$ cat config.mk
export PLATFORM = sky130hd
export DESIGN_NAME = round_robin_thread_scheduler
export DESIGN_NICKNAME = d
export VERILOG_FILES = /design/src/rrts_pkg.sv /design/src/rrts_ctrl.sv /design/src/rrts_dpath.sv /design/src/round_robin_thread_scheduler.sv
export VERILOG_INCLUDE_DIRS = /design/src /design/src/src
export SDC_FILE = /design/constraint.sdc
export NUM_CORES = 1
export LEC_CHECK = 0
export BUFFER_PORTS_ARGS = -buffer_cell sky130_fd_sc_hd__buf_4
export CORE_MARGIN = 1
export CORE_UTILIZATION = 45
export DETAILED_ROUTE_END_ITERATION = 7
export GPL_ROUTABILITY_DRIVEN = 0
export REMOVE_ABC_BUFFERS = 1
export SYNTH_ARGS = -nofsm -noshare
export SYNTH_HDL_FRONTEND = slang
export SYNTH_SLANG_ARGS = --single-unit
$ cat constraint.sdc
create_clock -name clk -period 4.3 [get_ports clk]
set_input_delay 0.43 -clock clk [delete_from_list [all_inputs] [get_ports clk]]
set_output_delay 0.43 -clock clk [all_outputs]
set_load 0.01 [all_outputs]
$ cat src/round_robin_thread_scheduler_macros.svh
// Assertion macros for the round-robin thread scheduler.
// Used by the top level only; no dependencies.
`ifndef ROUND_ROBIN_THREAD_SCHEDULER_MACROS_SVH
`define ROUND_ROBIN_THREAD_SCHEDULER_MACROS_SVH

// same-cycle implication
`define RRTS_ASSERT_IMP(lbl, clk, rst, ante, cons, msg) \
  lbl: assert property (@(posedge clk) disable iff (rst) (ante) |-> (cons)) else $error(msg);

// next-cycle implication
`define RRTS_ASSERT_NXT(lbl, clk, rst, ante, cons, msg) \
  lbl: assert property (@(posedge clk) disable iff (rst) (ante) |=> (cons)) else $error(msg);

`endif

$ cat src/rrts_pkg.sv
// Shared constants, types and helpers for the round-robin thread scheduler.
// No dependencies.
package rrts_pkg;

  localparam int THREAD_SLOTS = 6;
  localparam int COND_COUNT   = 4;

  localparam int SLOT_W = $clog2(THREAD_SLOTS);
  localparam int CNT_W  = $clog2(THREAD_SLOTS + 1);
  localparam int COND_W = (COND_COUNT > 1) ? $clog2(COND_COUNT) : 1;

  localparam logic [2:0] CMD_SPAWN = 3'd0;
  localparam logic [2:0] CMD_YIELD = 3'd1;
  localparam logic [2:0] CMD_EXIT  = 3'd2;
  localparam logic [2:0] CMD_WAIT  = 3'd3;
  localparam logic [2:0] CMD_BCAST = 3'd4;

  localparam logic [1:0] STS_OK      = 2'd0;
  localparam logic [1:0] STS_NO_SLOT = 2'd1;
  localparam logic [1:0] STS_NO_RUN  = 2'd2;
  localparam logic [1:0] STS_HALTED  = 2'd3;

  typedef logic [SLOT_W-1:0] slot_t;
  typedef logic [CNT_W-1:0]  cnt_t;
  typedef logic [COND_W-1:0] cond_t;

  typedef struct packed {
    logic latch_in;
    logic scan_start;
    logic scan_step;
    logic spawn_commit;
    logic push_cur;
    logic exit_cur;
    logic wait_push;
    logic rd_ready;
    logic pop_ready;
    logic set_halt;
    logic set_no_slot;
    logic set_already;
    logic rd_wait;
    logic bc_move;
    logic bc_clear;
    logic load_out;
  } dp_cmd_t;

  typedef struct packed {
    logic [2:0] op;
    logic       cond_ok;
    logic       halted;
    logic       scan_free;
    logic       scan_last;
    logic       ready_empty;
    logic       wait_empty;
  } dp_stat_t;

  function automatic slot_t slot_inc(slot_t p);
    return (p == slot_t'(THREAD_SLOTS - 1)) ? '0 : p + slot_t'(1);
  endfunction

endpackage

$ cat src/rrts_ctrl.sv
// Sequencing state machine of the thread scheduler.
// Depends on rrts_pkg; drives rrts_dpath through dp_cmd_t.
module rrts_ctrl (
  input  logic              clk,
  input  logic              rst,
  input  logic              in_valid,
  output logic              in_ready,
  output logic              out_valid,
  input  logic              out_ready,
  input  rrts_pkg::dp_stat_t stat,
  output rrts_pkg::dp_cmd_t  ctl
);
  import rrts_pkg::*;

  typedef enum logic [8:0] {
    S_IDLE     = 9'b000000001,
    S_DECODE   = 9'b000000010,
    S_SCAN     = 9'b000000100,
    S_PICK_RD  = 9'b000001000,
    S_PICK_POP = 9'b000010000,
    S_BC_CHK   = 9'b000100000,
    S_BC_MOVE  = 9'b001000000,
    S_DONE     = 9'b010000000,
    S_SPARE    = 9'b100000000
  } state_t;

  state_t state, state_next;
  logic   emit;

  assign in_ready = (state == S_IDLE);
  assign emit     = (state == S_DONE) && (!out_valid || out_ready);

  always_comb begin
    ctl        = '0;
    state_next = state;
    unique case (state)
      S_IDLE: begin
        if (in_valid) begin
          ctl.latch_in = 1'b1;
          state_next   = S_DECODE;
        end
      end
      S_DECODE: begin
        state_next = S_DONE;
        if (stat.halted) begin
          ctl.set_already = 1'b1;
        end else begin
          unique case (stat.op)
            CMD_SPAWN: begin
              ctl.scan_start = 1'b1;
              state_next     = S_SCAN;
            end
            CMD_YIELD: begin
              ctl.push_cur = 1'b1;
              state_next   = S_PICK_RD;
            end
            CMD_EXIT: begin
              ctl.exit_cur = 1'b1;
              state_next   = S_PICK_RD;
            end
            CMD_WAIT: begin
              if (stat.cond_ok) begin
                ctl.wait_push = 1'b1;
                state_next    = S_PICK_RD;
              end
            end
            CMD_BCAST: begin
              if (stat.cond_ok) state_next = S_BC_CHK;
            end
            default: state_next = S_DONE;
          endcase
        end
      end
      S_SCAN: begin
        priority if (stat.scan_free) begin
          ctl.spawn_commit = 1'b1;
          state_next       = S_DONE;
        end else if (stat.scan_last) begin
          ctl.set_no_slot = 1'b1;
          state_next      = S_DONE;
        end else begin
          ctl.scan_step = 1'b1;
        end
      end
      S_PICK_RD: begin
        if (stat.ready_empty) begin
          ctl.set_halt = 1'b1;
          state_next   = S_DONE;
        end else begin
          ctl.rd_ready = 1'b1;
          state_next   = S_PICK_POP;
        end
      end
      S_PICK_POP: begin
        ctl.pop_ready = 1'b1;
        state_next    = S_DONE;
      end
      S_BC_CHK: begin
        if (stat.wait_empty) begin
          ctl.bc_clear = 1'b1;
          state_next   = S_DONE;
        end else begin
          ctl.rd_wait = 1'b1;
          state_next  = S_BC_MOVE;
        end
      end
      S_BC_MOVE: begin
        ctl.bc_move = 1'b1;
        state_next  = S_BC_CHK;
      end
      S_DONE: begin
        if (emit) begin
          ctl.load_out = 1'b1;
          state_next   = S_IDLE;
        end
      end
      default: state_next = S_IDLE;
    endcase
  end

  always_ff @(posedge clk) begin
    if (rst) begin
      state     <= S_IDLE;
      out_valid <= 1'b0;
    end else begin
      state <= state_next;
      if (emit) begin
        out_valid <= 1'b1;
      end else if (out_ready) begin
        out_valid <= 1'b0;
      end
    end
  end

endmodule

$ cat src/rrts_dpath.sv
// Datapath of the thread scheduler: slot claims, ready FIFO, wait FIFOs,
// counters and result word. Depends on rrts_pkg; commanded by rrts_ctrl.
module rrts_dpath (
  input  logic               clk,
  input  logic               rst,
  input  rrts_pkg::dp_cmd_t  ctl,
  input  logic [2:0]         cmd,
  input  logic [1:0]         cond_sel,
  output rrts_pkg::dp_stat_t stat,
  output logic [1:0]         status,
  output logic [2:0]         spawned_id,
  output logic [2:0]         running_id,
  output logic               switched,
  output logic [31:0]        switch_total,
  output logic [2:0]         live_total
);
  import rrts_pkg::*;

  logic [2:0]              op_q;
  logic [1:0]              cond_q;
  cond_t                   cidx;
  logic [THREAD_SLOTS-1:0] used;
  slot_t                   scan_idx;

  slot_t rq_mem [THREAD_SLOTS];
  slot_t rq_head, rq_tail, rq_rd;
  cnt_t  rq_count;

  slot_t wq_mem  [COND_COUNT][THREAD_SLOTS];
  slot_t wq_head [COND_COUNT];
  slot_t wq_tail [COND_COUNT];
  cnt_t  wq_count[COND_COUNT];
  slot_t wq_rd;

  slot_t       cur;
  slot_t       live;
  logic [31:0] sw_count;
  logic        halted;

  logic [1:0] res_status;
  slot_t      res_spawned;
  logic       res_switched;

  logic  push_en, push_ok, wq_ok;
  slot_t push_data;

  assign cidx      = cond_t'(cond_q);
  assign push_en   = ctl.spawn_commit | ctl.push_cur | ctl.bc_move;
  assign push_ok   = push_en && (rq_count < cnt_t'(THREAD_SLOTS));
  assign wq_ok     = ctl.wait_push && (wq_count[cidx] < cnt_t'(THREAD_SLOTS));

  always_comb begin
    priority if (ctl.spawn_commit) push_data = scan_idx;
    else if (ctl.push_cur)         push_data = cur;
    else                           push_data = wq_rd;
  end

  always_comb begin
    stat.op          = op_q;
    stat.cond_ok     = ({30'd0, cond_q} < 32'(COND_COUNT));
    stat.halted      = halted;
    stat.scan_free   = !used[scan_idx];
    stat.scan_last   = (scan_idx == slot_t'(THREAD_SLOTS - 1));
    stat.ready_empty = (rq_count == '0);
    stat.wait_empty  = (wq_count[cidx] == '0);
  end

  // queue storage
  always_ff @(posedge clk) begin
    if (push_ok) rq_mem[rq_tail] <= push_data;
    if (ctl.rd_ready) rq_rd <= rq_mem[rq_head];
    if (wq_ok) wq_mem[cidx][wq_tail[cidx]] <= cur;
    if (ctl.rd_wait) wq_rd <= wq_mem[cidx][wq_head[cidx]];
  end

  // payload: input word, scan pointer, result word
  always_ff @(posedge clk) begin
    if (ctl.latch_in) begin
      op_q         <= cmd;
      cond_q       <= cond_sel;
      res_status   <= STS_OK;
      res_spawned  <= '0;
      res_switched <= 1'b0;
    end
    if (ctl.scan_start) scan_idx <= slot_t'(1);
    if (ctl.scan_step)  scan_idx <= scan_idx + slot_t'(1);
    if (ctl.spawn_commit) res_spawned <= scan_idx;
    if (ctl.pop_ready)    res_switched <= 1'b1;
    if (ctl.set_no_slot)  res_status <= STS_NO_SLOT;
    if (ctl.set_halt)     res_status <= STS_NO_RUN;
    if (ctl.set_already)  res_status <= STS_HALTED;
    if (ctl.load_out) begin
      status       <= res_status;
      spawned_id   <= 3'(res_spawned);
      running_id   <= 3'(cur);
      switched     <= res_switched;
      switch_total <= sw_count;
      live_total   <= 3'(live);
    end
  end

  // scheduler state
  always_ff @(posedge clk) begin
    if (rst) begin
      used     <= THREAD_SLOTS'(1);
      rq_head  <= '0;
      rq_tail  <= '0;
      rq_count <= '0;
      for (int i = 0; i < COND_COUNT; i++) begin
        wq_head[i]  <= '0;
        wq_tail[i]  <= '0;
        wq_count[i] <= '0;
      end
      cur      <= '0;
      live     <= '0;
      sw_count <= '0;
      halted   <= 1'b0;
    end else begin
      if (ctl.spawn_commit) begin
        used[scan_idx] <= 1'b1;
        live           <= live + slot_t'(1);
      end
      if (ctl.exit_cur && (live != '0)) live <= live - slot_t'(1);
      if (push_ok) begin
        rq_tail  <= slot_inc(rq_tail);
        rq_count <= rq_count + cnt_t'(1);
      end
      if (ctl.pop_ready) begin
        rq_head  <= slot_inc(rq_head);
        rq_count <= rq_count - cnt_t'(1);
        cur      <= rq_rd;
        sw_count <= sw_count + 32'd1;
      end
      if (ctl.set_halt) halted <= 1'b1;
      if (wq_ok) begin
        wq_tail[cidx]  <= slot_inc(wq_tail[cidx]);
        wq_count[cidx] <= wq_count[cidx] + cnt_t'(1);
      end
      if (ctl.bc_move) begin
        wq_head[cidx]  <= slot_inc(wq_head[cidx]);
        wq_count[cidx] <= wq_count[cidx] - cnt_t'(1);
      end
      if (ctl.bc_clear) begin
        wq_head[cidx] <= '0;
        wq_tail[cidx] <= '0;
      end
    end
  end

endmodule

$ cat src/round_robin_thread_scheduler.sv
// Round-robin thread scheduler, top level: controller plus datapath.
// Depends on rrts_pkg, rrts_ctrl, rrts_dpath and the assertion macro header.
//
// One command word in, one result word out; one command is in flight at a
// time. Yield pushes the current thread onto the ready queue and wait pushes
// it onto its wait queue; yield, exit and wait then read the ready queue and
// pop the next thread, and an exit or wait that finds the ready queue empty
// halts. Spawn scans from slot 1, one slot a cycle, for the first unused slot
// and reports no slot when none is free; broadcast moves its waiters one at a
// time, each read through the wait-queue memory read port and then pushed onto
// the ready queue. A finished result sits in the output register until taken;
// the next command is accepted once that register has been loaded.
module round_robin_thread_scheduler (
  input  logic        clk,
  input  logic        rst,
  input  logic        in_valid,
  output logic        in_ready,
  input  logic [2:0]  cmd,
  input  logic [1:0]  cond_sel,
  output logic        out_valid,
  input  logic        out_ready,
  output logic [1:0]  status,
  output logic [2:0]  spawned_id,
  output logic [2:0]  running_id,
  output logic        switched,
  output logic [31:0] switch_total,
  output logic [2:0]  live_total
);
  import rrts_pkg::*;

  dp_cmd_t  ctl;
  dp_stat_t stat;

  rrts_ctrl u_ctrl (
    .clk       (clk),
    .rst       (rst),
    .in_valid  (in_valid),
    .in_ready  (in_ready),
    .out_valid (out_valid),
    .out_ready (out_ready),
    .stat      (stat),
    .ctl       (ctl)
  );

  rrts_dpath u_dpath (
    .clk          (clk),
    .rst          (rst),
    .ctl          (ctl),
    .cmd          (cmd),
    .cond_sel     (cond_sel),
    .stat         (stat),
    .status       (status),
    .spawned_id   (spawned_id),
    .running_id   (running_id),
    .switched     (switched),
    .switch_total (switch_total),
    .live_total   (live_total)
  );

`include "round_robin_thread_scheduler_macros.svh"

  `RRTS_ASSERT_NXT(a_halt_sticky, clk, rst, stat.halted, stat.halted, "halt cleared")
  `RRTS_ASSERT_NXT(a_halt_status, clk, rst, ctl.load_out, ((status == STS_NO_RUN) || (status == STS_HALTED)) == stat.halted, "status disagrees with halt")
  `RRTS_ASSERT_IMP(a_switch_ok, clk, rst, out_valid && switched, status == STS_OK, "switch with bad status")
  `RRTS_ASSERT_NXT(a_one_in_flight, clk, rst, in_valid && in_ready, !in_ready, "second word taken mid-command")

endmodule

Word level (Yosys, flattened, before mapping)
Memories as Yosys holds them, arrays and structs flattened. A register that Yosys moved wholly into a read port is not among the register bits.
Cells that the tools add are included.
- register bits: 125
- bits in writable memories: 126
- input port bits: 9
- output and inout bits: 46
- logic and storage cells: 199
- memories kept: 5
- add/subtract/negate cells: 12
- $lt $le $gt $ge: 7
- equal/unequal tests: 20
- multiplexer cells: 98
- bitwise gates (word level): 8
- reduce and logical (&&, ||, !) cells: 25
- memories (memory ; depth ; width ; rd ports ; clocked after Yosys merged registers in ; wr ports ; line ; RTL):
    u_dpath.wq_mem ; 4 ; 18 ; 1 ; 1 ; 1 ; rrts_dpath.sv:29 ; slot_t wq_mem [COND_COUNT][THREAD_SLOTS];
    u_dpath.rq_mem ; 6 ; 3 ; 1 ; 1 ; 1 ; rrts_dpath.sv:25 ; slot_t rq_mem [THREAD_SLOTS];
    u_dpath.wq_count ; 4 ; 3 ; 1 ; 1 ; 4 ; rrts_dpath.sv:32 ; cnt_t wq_count[COND_COUNT];
    u_dpath.wq_head ; 4 ; 3 ; 1 ; 1 ; 4 ; rrts_dpath.sv:30 ; slot_t wq_head [COND_COUNT];
    u_dpath.wq_tail ; 4 ; 3 ; 1 ; 1 ; 4 ; rrts_dpath.sv:31 ; slot_t wq_tail [COND_COUNT];
- operators by type and width (kind ; count):
    3-bit 2-to-1 mux ; 25
    9-bit case mux with 8 select lines ; 1
    1-bit 2-to-1 mux ; 49
    9-bit 2-to-1 mux ; 5
    32-bit by 1-bit adder with 32-bit output (second input constant) ; 1
    3-bit by 1-bit adder with 3-bit output (second input constant) ; 8
    8-bit case mux with 3 select lines ; 1
    2-bit 2-to-1 mux ; 10
    3-bit equality test (second input constant) ; 6
    18-bit 2-to-1 mux ; 1
    8-bit 2-to-1 mux ; 2
    2-bit nonzero test ; 6
    3-bit OR reduction ; 4
    3-bit binary-select mux with 3-bit select ; 1
    3-bit demux with 3-bit select ; 1
    9-bit by 1-bit equality test with 1-bit output (second input constant) ; 1
    9-bit by 2-bit equality test with 1-bit output (second input constant) ; 1
    9-bit by 3-bit equality test with 1-bit output (second input constant) ; 1
    9-bit by 4-bit equality test with 1-bit output (second input constant) ; 1
    9-bit by 5-bit equality test with 1-bit output (second input constant) ; 1
    9-bit by 6-bit equality test with 1-bit output (second input constant) ; 1
    9-bit by 7-bit equality test with 1-bit output (second input constant) ; 1
    9-bit by 8-bit equality test with 1-bit output (second input constant) ; 1
    3-bit logical NOT ; 3
    other kinds (22) ; 38

Longest topological paths before layout
Gate-level depths: netlist (run 1).
- word-level depth: 11
- mapped depth: 11
- mapped depth without buffers: 8

Cells and area by module
Synthesis (run 1) repeated with hierarchy kept, for this count alone.
- cell total of the unflattened synthesis: 782
- area total of the unflattened synthesis: 10556.4 µm²
- by module, submodules not included (module ; instances ; cells an instance ; area an instance (µm²) ; sequential area each (µm²)):
    rrts_dpath ; 1 ; 697 ; 9895.7 ; 6796.5
    rrts_ctrl ; 1 ; 85 ; 660.6 ; 180.2

Worst setup path after synthesis (run 1)
Ideal clock, no wire load.
- path type: register -> register
- start: register u_ctrl.state[1]
- end: register u_dpath.live_total[0] (enable)
- arrival: 3.466 ns
- required time: 3.850 ns
- slack: 0.384 ns
- stages on the path, launching flop included: 4
- buffers on the path: 0
- clock period less this slack: 3.916 ns
- path through: dfxtp_1 -> or4_1 -> or4_1 -> nor2b_1
- RTL lines (item ; line ; RTL):
    start, declared ; rrts_ctrl.sv:27 ; state_t state, state_next;
    start signal, assigned ; rrts_ctrl.sv:126 ; state <= state_next;
    end signal, assigned ; rrts_dpath.sv:98 ; live_total <= 3'(live);
    end, declared ; rrts_dpath.sv:15 ; output logic [2:0] live_total

==> results.toml, run 1 <==
[run_status]
outcome = "finished, final reports clean"

[global_routing]
grt_pass1_vias = 6590
grt_usage = 0.1854
grt_max_degree = 72
antenna_found_initial = 0
overflow = 0
grt_pass1_wl_mm = 35.12

[clock_tree]
clk_path_buf_depth = 3
cts_tree = "built"
clk_latency_ps = 530
hold_buffers = 0
cts_inserted_buffers = 27
path_clk_slew_ps = 60
cts-root-buf = "clkbuf_16"
cts_setup_buffers = 0
ctsResizeCount = 0
clkSinkCount = 255
cts_max_level = 1

[timing]
min_period_over_period = 0.7072
rsz0062_at_grt = "false"
setup_violations = 0
setup_ws_ps = 1259
skew_ps = 13.55
period_needed_ps = 3041
worstMarginPinSlew_ps = 1083
drv_slew = 0
slew_headroom = 0.2772
tns_ps = 0
clock.fmax_mhz = 328.8
hold_violations = 0

[synthesis]
ys.flop_type = "edfxtp_1"
synth_edf_count = 187
netlist_instances = 803
synthesis.area_um2 = 10750
synthDistinctLibCells = 71
synth-async-reset-ratio = 0
synth_top_area_cell = "edfxtp_1"
synth-seq-area-share = 0.6491
synth_area_leaders = "edfxtp_1, dfxtp_1, mux4_2, nor2_1, mux2i_1"
yosys_warnings = 0
synth-seq-cells = 255
synth_area_per_cell_um2 = 13.38
yosysTopAreaCellShare = 0.5225

[placed_design]
dp.cells = 1143
place_hpwl_mm = 14.46
port-buffer-count = 54
pre_cts_ws_ps = 1382

[final_layout]
final_nets = 868
layout-drive-gt1-share = 0.1787
diodes = 0
area_growth_pct = 14.48
fin_cells = 1192

[setup_path]
path_max_fanout = 9
path_class = "register to register"
crit_path_frequent_cell = "nor4_1"
cp.depth = 8
reg2reg_depth = 8
cp_data_arrival_time_ps = 3270
worstPathCellList = "nor4_1 > and4b_1 > nand2_1 > fa_1 > xor2_1 > nor4_1 > a21oi_1 > nor3_1"
cp_top_family = "simple AND/OR/NAND/NOR gates"
max_stage_delay_ps = 570
start_kind = "register"
critPathRequiredTime_ps = 4530
critPathBufInv = 0
critPathSlowestCell = "nor4_1"
cp-end-kind = "register"

[drt]
drtIter0Drc = 460
wl_per_cell_um = 18.14
route.detailed.drc = 0
vias = 6515
via_per_inst = 5.466
detail-route-antenna-nets = 0
routed_wl_mm = 21.62
drt_pre_antenna_iters = 4

[floorplanning]
initial_core_util = 0.4579
io_pins = 55
dieArea_um2 = 24510
die_x_um = 156.5
die_h_um = 156.5
rows = 56
core_area_um2 = 23470

[pwr]
leakage_nw = 4.164
ir_drop_mv = 0.3924
powerDensity_nw_per_um2 = 473.0

[run]
drv_cap = 0

[worst_hold_path]
hold_class = "input port to register"
hold_depth = 1
synth_stat cells (all sizes together), types with 15 or more instances:
cell type,number
dfxtp,68
nand2,40
nand4,15
inv,23
o21ai,26
buf,24
nor2,108
clkbuf,16
or3,17
mux4,28
mux2i,24
nand3,17
nor3,22
edfxtp,187
a21oi,35
cell families (layout without fill, tap and decap cells):
kind of cell               count (synthesis)  count (layout)  synth area share
and+or+nand+nor                          298             298            0.1476
DFF                                      255             255            0.6491
AOI/OAI and AO/OA                         89              89           0.05018
muxes                                     66              66           0.09674
buffers and inverters                     64             134           0.02689
xor gates and xnor gates                  25              25           0.02037
adders and majority gates                  6               6          0.009081
layer usage:
metal,vias to the layer above,routed length (µm),global-route usage
met5,-,0,0
met3,46,886,0.02769
li1,3102,-,-
met4,0,643,0.07376
met2,147,11180,0.3338
met1,3220,8910,0.2224
through the flow:
stage | instance area [µm²] | power (mW) | hold slack [ps] | utilization
2_1_floorplan | 10550 | 3.332 | 400.3 | -
3_3_place_gp | 11410 | 3.534 | 413.1 | 0.4862
3_5_place_dp | 11410 | 3.553 | 406.6 | 0.4862
4_1_cts | 12300 | 5.878 | 48.72 | 0.5242
5_1_grt | 12300 | 6.038 | 51.39 | 0.5242
6_report | 12300 | 5.820 | 73.75 | 0.5242
final timing paths:
check / start / end / slack [ps]
worst max-delay path: u_ctrl.state[1] / u_dpath.wq_count[1][2] / 1260
worst min-delay path: cmd[0] / u_dpath.op_q[0] / 70
worst max register to register: u_ctrl.state[1] / u_dpath.wq_count[1][2] / 1260
worst min register to register: u_dpath.res_spawned[1] / u_dpath.spawned_id[1] / 420
power by group:
| group | switching (mW) | internal, mW | leakage (nW) |
|---|---|---|---|
| sequential | 0.0719 | 2.69 | 2.31 |
| combinational | 0.410 | 0.326 | 1.42 |
| clock | 0.920 | 1.40 | 0.434 |
| total | 1.40 | 4.42 | 4.16 |
layout by cell type, fill, tap and decap left out, drive strengths merged, types with 11 or more instances in the layout:
cell type	count
a21oi	35
buf	61
clkbuf	37
dfxtp	68
edfxtp	187
inv	24
mux2	14
mux2i	24
mux4	28
nand2	40
nand2b	14
nand3	17
nand4	15
nor2	108
nor2b	11
nor3	22
nor4	14
o21ai	26
or3	17
xnor2	14
xor2	11
area by class of cell:
class	instances	area, µm²
Fill cell	1993	11170
Multi-Input combinational cell	484	3490
Clock buffer	37	753.2
Clock inverter	12	137.6
Inverter	24	90.09
Tap cell	319	399.1
Sequential cell	255	6977
Timing Repair Buffer	61	457.9
sequential cells by signal (all words and copies together), names as in the netlist, 6 cells and up, named ones only:
signal,cells
u_dpath.switch_total,32
u_dpath.sw_count,32
u_dpath.wq_count,12
u_dpath.used,6
u_dpath.wq_tail,12
u_dpath.wq_head,12
u_dpath.rq_mem,18
u_dpath.wq_mem,72
u_ctrl.state,8
No activity file was read; power rests on OpenSTA's default activity.
==> run 2: changes to the inputs <==
--- a/config.mk
+++ b/config.mk
@@ -6,6 +6,7 @@
 export SDC_FILE = /design/constraint.sdc
 export NUM_CORES = 1
 export LEC_CHECK = 0
+export ABC_AREA = 1
 export BUFFER_PORTS_ARGS = -buffer_cell sky130_fd_sc_hd__buf_4
 export CORE_MARGIN = 1
 export CORE_UTILIZATION = 45
==> constraint.sdc (replaced) <==
create_clock -name clk -period 3.1 [get_ports clk]
set_input_delay 0.31 -clock clk [delete_from_list [all_inputs] [get_ports clk]]
set_output_delay 0.31 -clock clk [all_outputs]
set_load 0.01 [all_outputs]
==> results.toml, run 2 <==
[run_status]
outcome = "finished, final reports clean"

[pwr]
clkPwrFrac = 0.357
power_mw = 8.869
p_int_mw = 6.129
switchingPower_mw = 2.740
leakage_nw = 4.794
comb_power_share = 0.211
powerDensity_nw_per_um2 = 683.6
power_switching_share = 0.3090
ir_drop_mv = 0.4851
power_frac_seq = 0.432

[timing]
setup_violations = 0
setup_ws_ps = 609.2
period_needed_ps = 2491
slew_headroom = 0.4471
finalHoldWorstSlack_ps = 111.9
min_period_over_period = 0.8035
tns_ps = 0
drv_slew = 0
rsz0062_at_grt = "false"
skew_ps = 21.26
worstMarginPinSlew_ps = 820.7
hold_violations = 0
clock.fmax_mhz = 401.5

[final_layout]
area_growth_pct = 14.45
diodes = 0
layout-drive-gt1-share = 0.1288
fin_cells = 1590
final_common_cell = "nand2_1"
multi_input_area_um2 = 3730
largest_register_ffs = 72
final_area_um2 = 12970
postLayoutCoreUtil = 0.5288
seqCellArea_um2 = 6977
fillers = 2220
final_cell_mix = "nand2_1, nor2_1, edfxtp_1, inv_1, nand3_1"
final_nets = 1260

[run]
drv_cap = 0

[setup_path]
start_kind = "register"
cp_data_arrival_time_ps = 2670
path_class = "register to register"
path_max_fanout = 14
critPathRequiredTime_ps = 3280
cp-end-kind = "register"

[floorplanning]
io_pins = 55
dieArea_um2 = 25830
die_x_um = 160.7
rows = 57
die_h_um = 160.7
core_area_um2 = 24530
initial_core_util = 0.4621

[clock_tree]
clkSinkCount = 255
cts_inserted_buffers = 27
cts_tree = "built"
cts-root-buf = "clkbuf_16"
path_clk_slew_ps = 60
hold_buffers = 5
cts_setup_buffers = 0
clk_latency_ps = 540
ctsResizeCount = 0
clk_path_buf_depth = 3
cts_max_level = 1

[synthesis]
yosys_warnings = 0
synthSimpleGateAreaFrac = 0.2446
synth_area_per_cell_um2 = 9.574
synth-seq-area-share = 0.6155
synth_top_family_by_area = "simple AND/OR/NAND/NOR gates"
synth_edf_count = 187
synthDistinctLibCells = 51
ys_top_cells_by_count = "nand2_1, nor2_1, edfxtp_1"
netlist_instances = 1184
synth_most_common_cell = "nand2_1"
synth_area_leaders = "edfxtp_1, dfxtp_1, nand2_1, nor2_1, nand3_1"
synth-async-reset-ratio = 0
synth-compound-area-share = 0.06744
synth-adder-area-share = 0.008609
synth_xor_area_frac = 0.007726
synth-seq-cells = 255
ys.flop_type = "edfxtp_1"
synth.area.mux_share = 0
synth_top_area_cell = "edfxtp_1"
yosysTopAreaCellShare = 0.4954
synthesis.area_um2 = 11340

[drt]
vias = 8097
route.detailed.drc = 0
drtIter0Drc = 581
wl_per_cell_um = 15.62
detail-route-antenna-nets = 0
routed_wl_mm = 24.84
drt_pre_antenna_iters = 5
via_per_inst = 5.092

[global_routing]
antenna_found_initial = 0
grt_pass1_wl_mm = 40.95
overflow = 0
grt_max_degree = 38
grt_pass1_vias = 7906
grt_usage = 0.1977

[worst_hold_path]
hold_class = "input port to register"

[placed_design]
place_hpwl_mm = 16.75
placed_area_um2 = 12050
port-buffer-count = 54
pre_cts_ws_ps = 619.1
dp.cells = 1535
[run 2: cell type report]
type / count / share of cell area
inverter: 116 / 0.03385
multi-input combinational: 775 / 0.2875
sequential: 255 / 0.5378
timing repair buffer: 70 / 0.04243
clock inverter: 12 / 0.009644
tap: 324 / 0.03125
clock buffer: 38 / 0.05758
[run 2: final timing paths]
| check | startpoint | to | slack [ps] | depth (start not counted) |
|---|---|---|---|---|
| setup / recovery | u_dpath.scan_idx[0] | u_dpath.rq_mem[1][2] | 610 | 7 |
| hold / removal | rst | u_dpath.used[5] | 110 | 2 |
| setup reg to reg | u_dpath.scan_idx[0] | u_dpath.rq_mem[1][2] | 610 | 7 |
| hold reg to reg | u_dpath.res_spawned[0] | u_dpath.spawned_id[0] | 420 | 0 |
[run 2: routing by layer]
metal | vias up | global-route usage | wire (µm)
li1 | 4108 | - | -
met1 | 3793 | 0.2731 | 11520
met2 | 175 | 0.3369 | 11910
met3 | 21 | 0.02479 | 1088
met4 | 0 | 0.03731 | 324
met5 | - | 0 | 0
[run 2: power by group through the flow]
stage,combinational [mW],sequential [mW],clock [mW]
floorplan,1.15,3.99,0
global placement,1.85,3.91,0
detailed placement,1.87,3.91,0
CTS,1.88,3.83,3.23
global route,2.12,3.85,3.35
finish,1.87,3.83,3.16
[run 2: cell families (layout without fill, tap and decap cells)]
kind of cell / after synthesis / in the layout
AO/OA/AOI/OAI: 137 / 137
XOR/XNOR: 10 / 10
adder cells (fa/ha/maj): 6 / 6
buffers and inverters: 154 / 236
flip-flops: 255 / 255
AND/OR/NAND/NOR: 622 / 622
[run 2: critical path, cell delays in order, from the launching register on]
cell      delay [ps]
edfxtp_1         490
inv_1            220
nand2_1           80
nand3_1          100
nand4_2          370
nand2_2          240
nand2_2          180
nor3_1           430
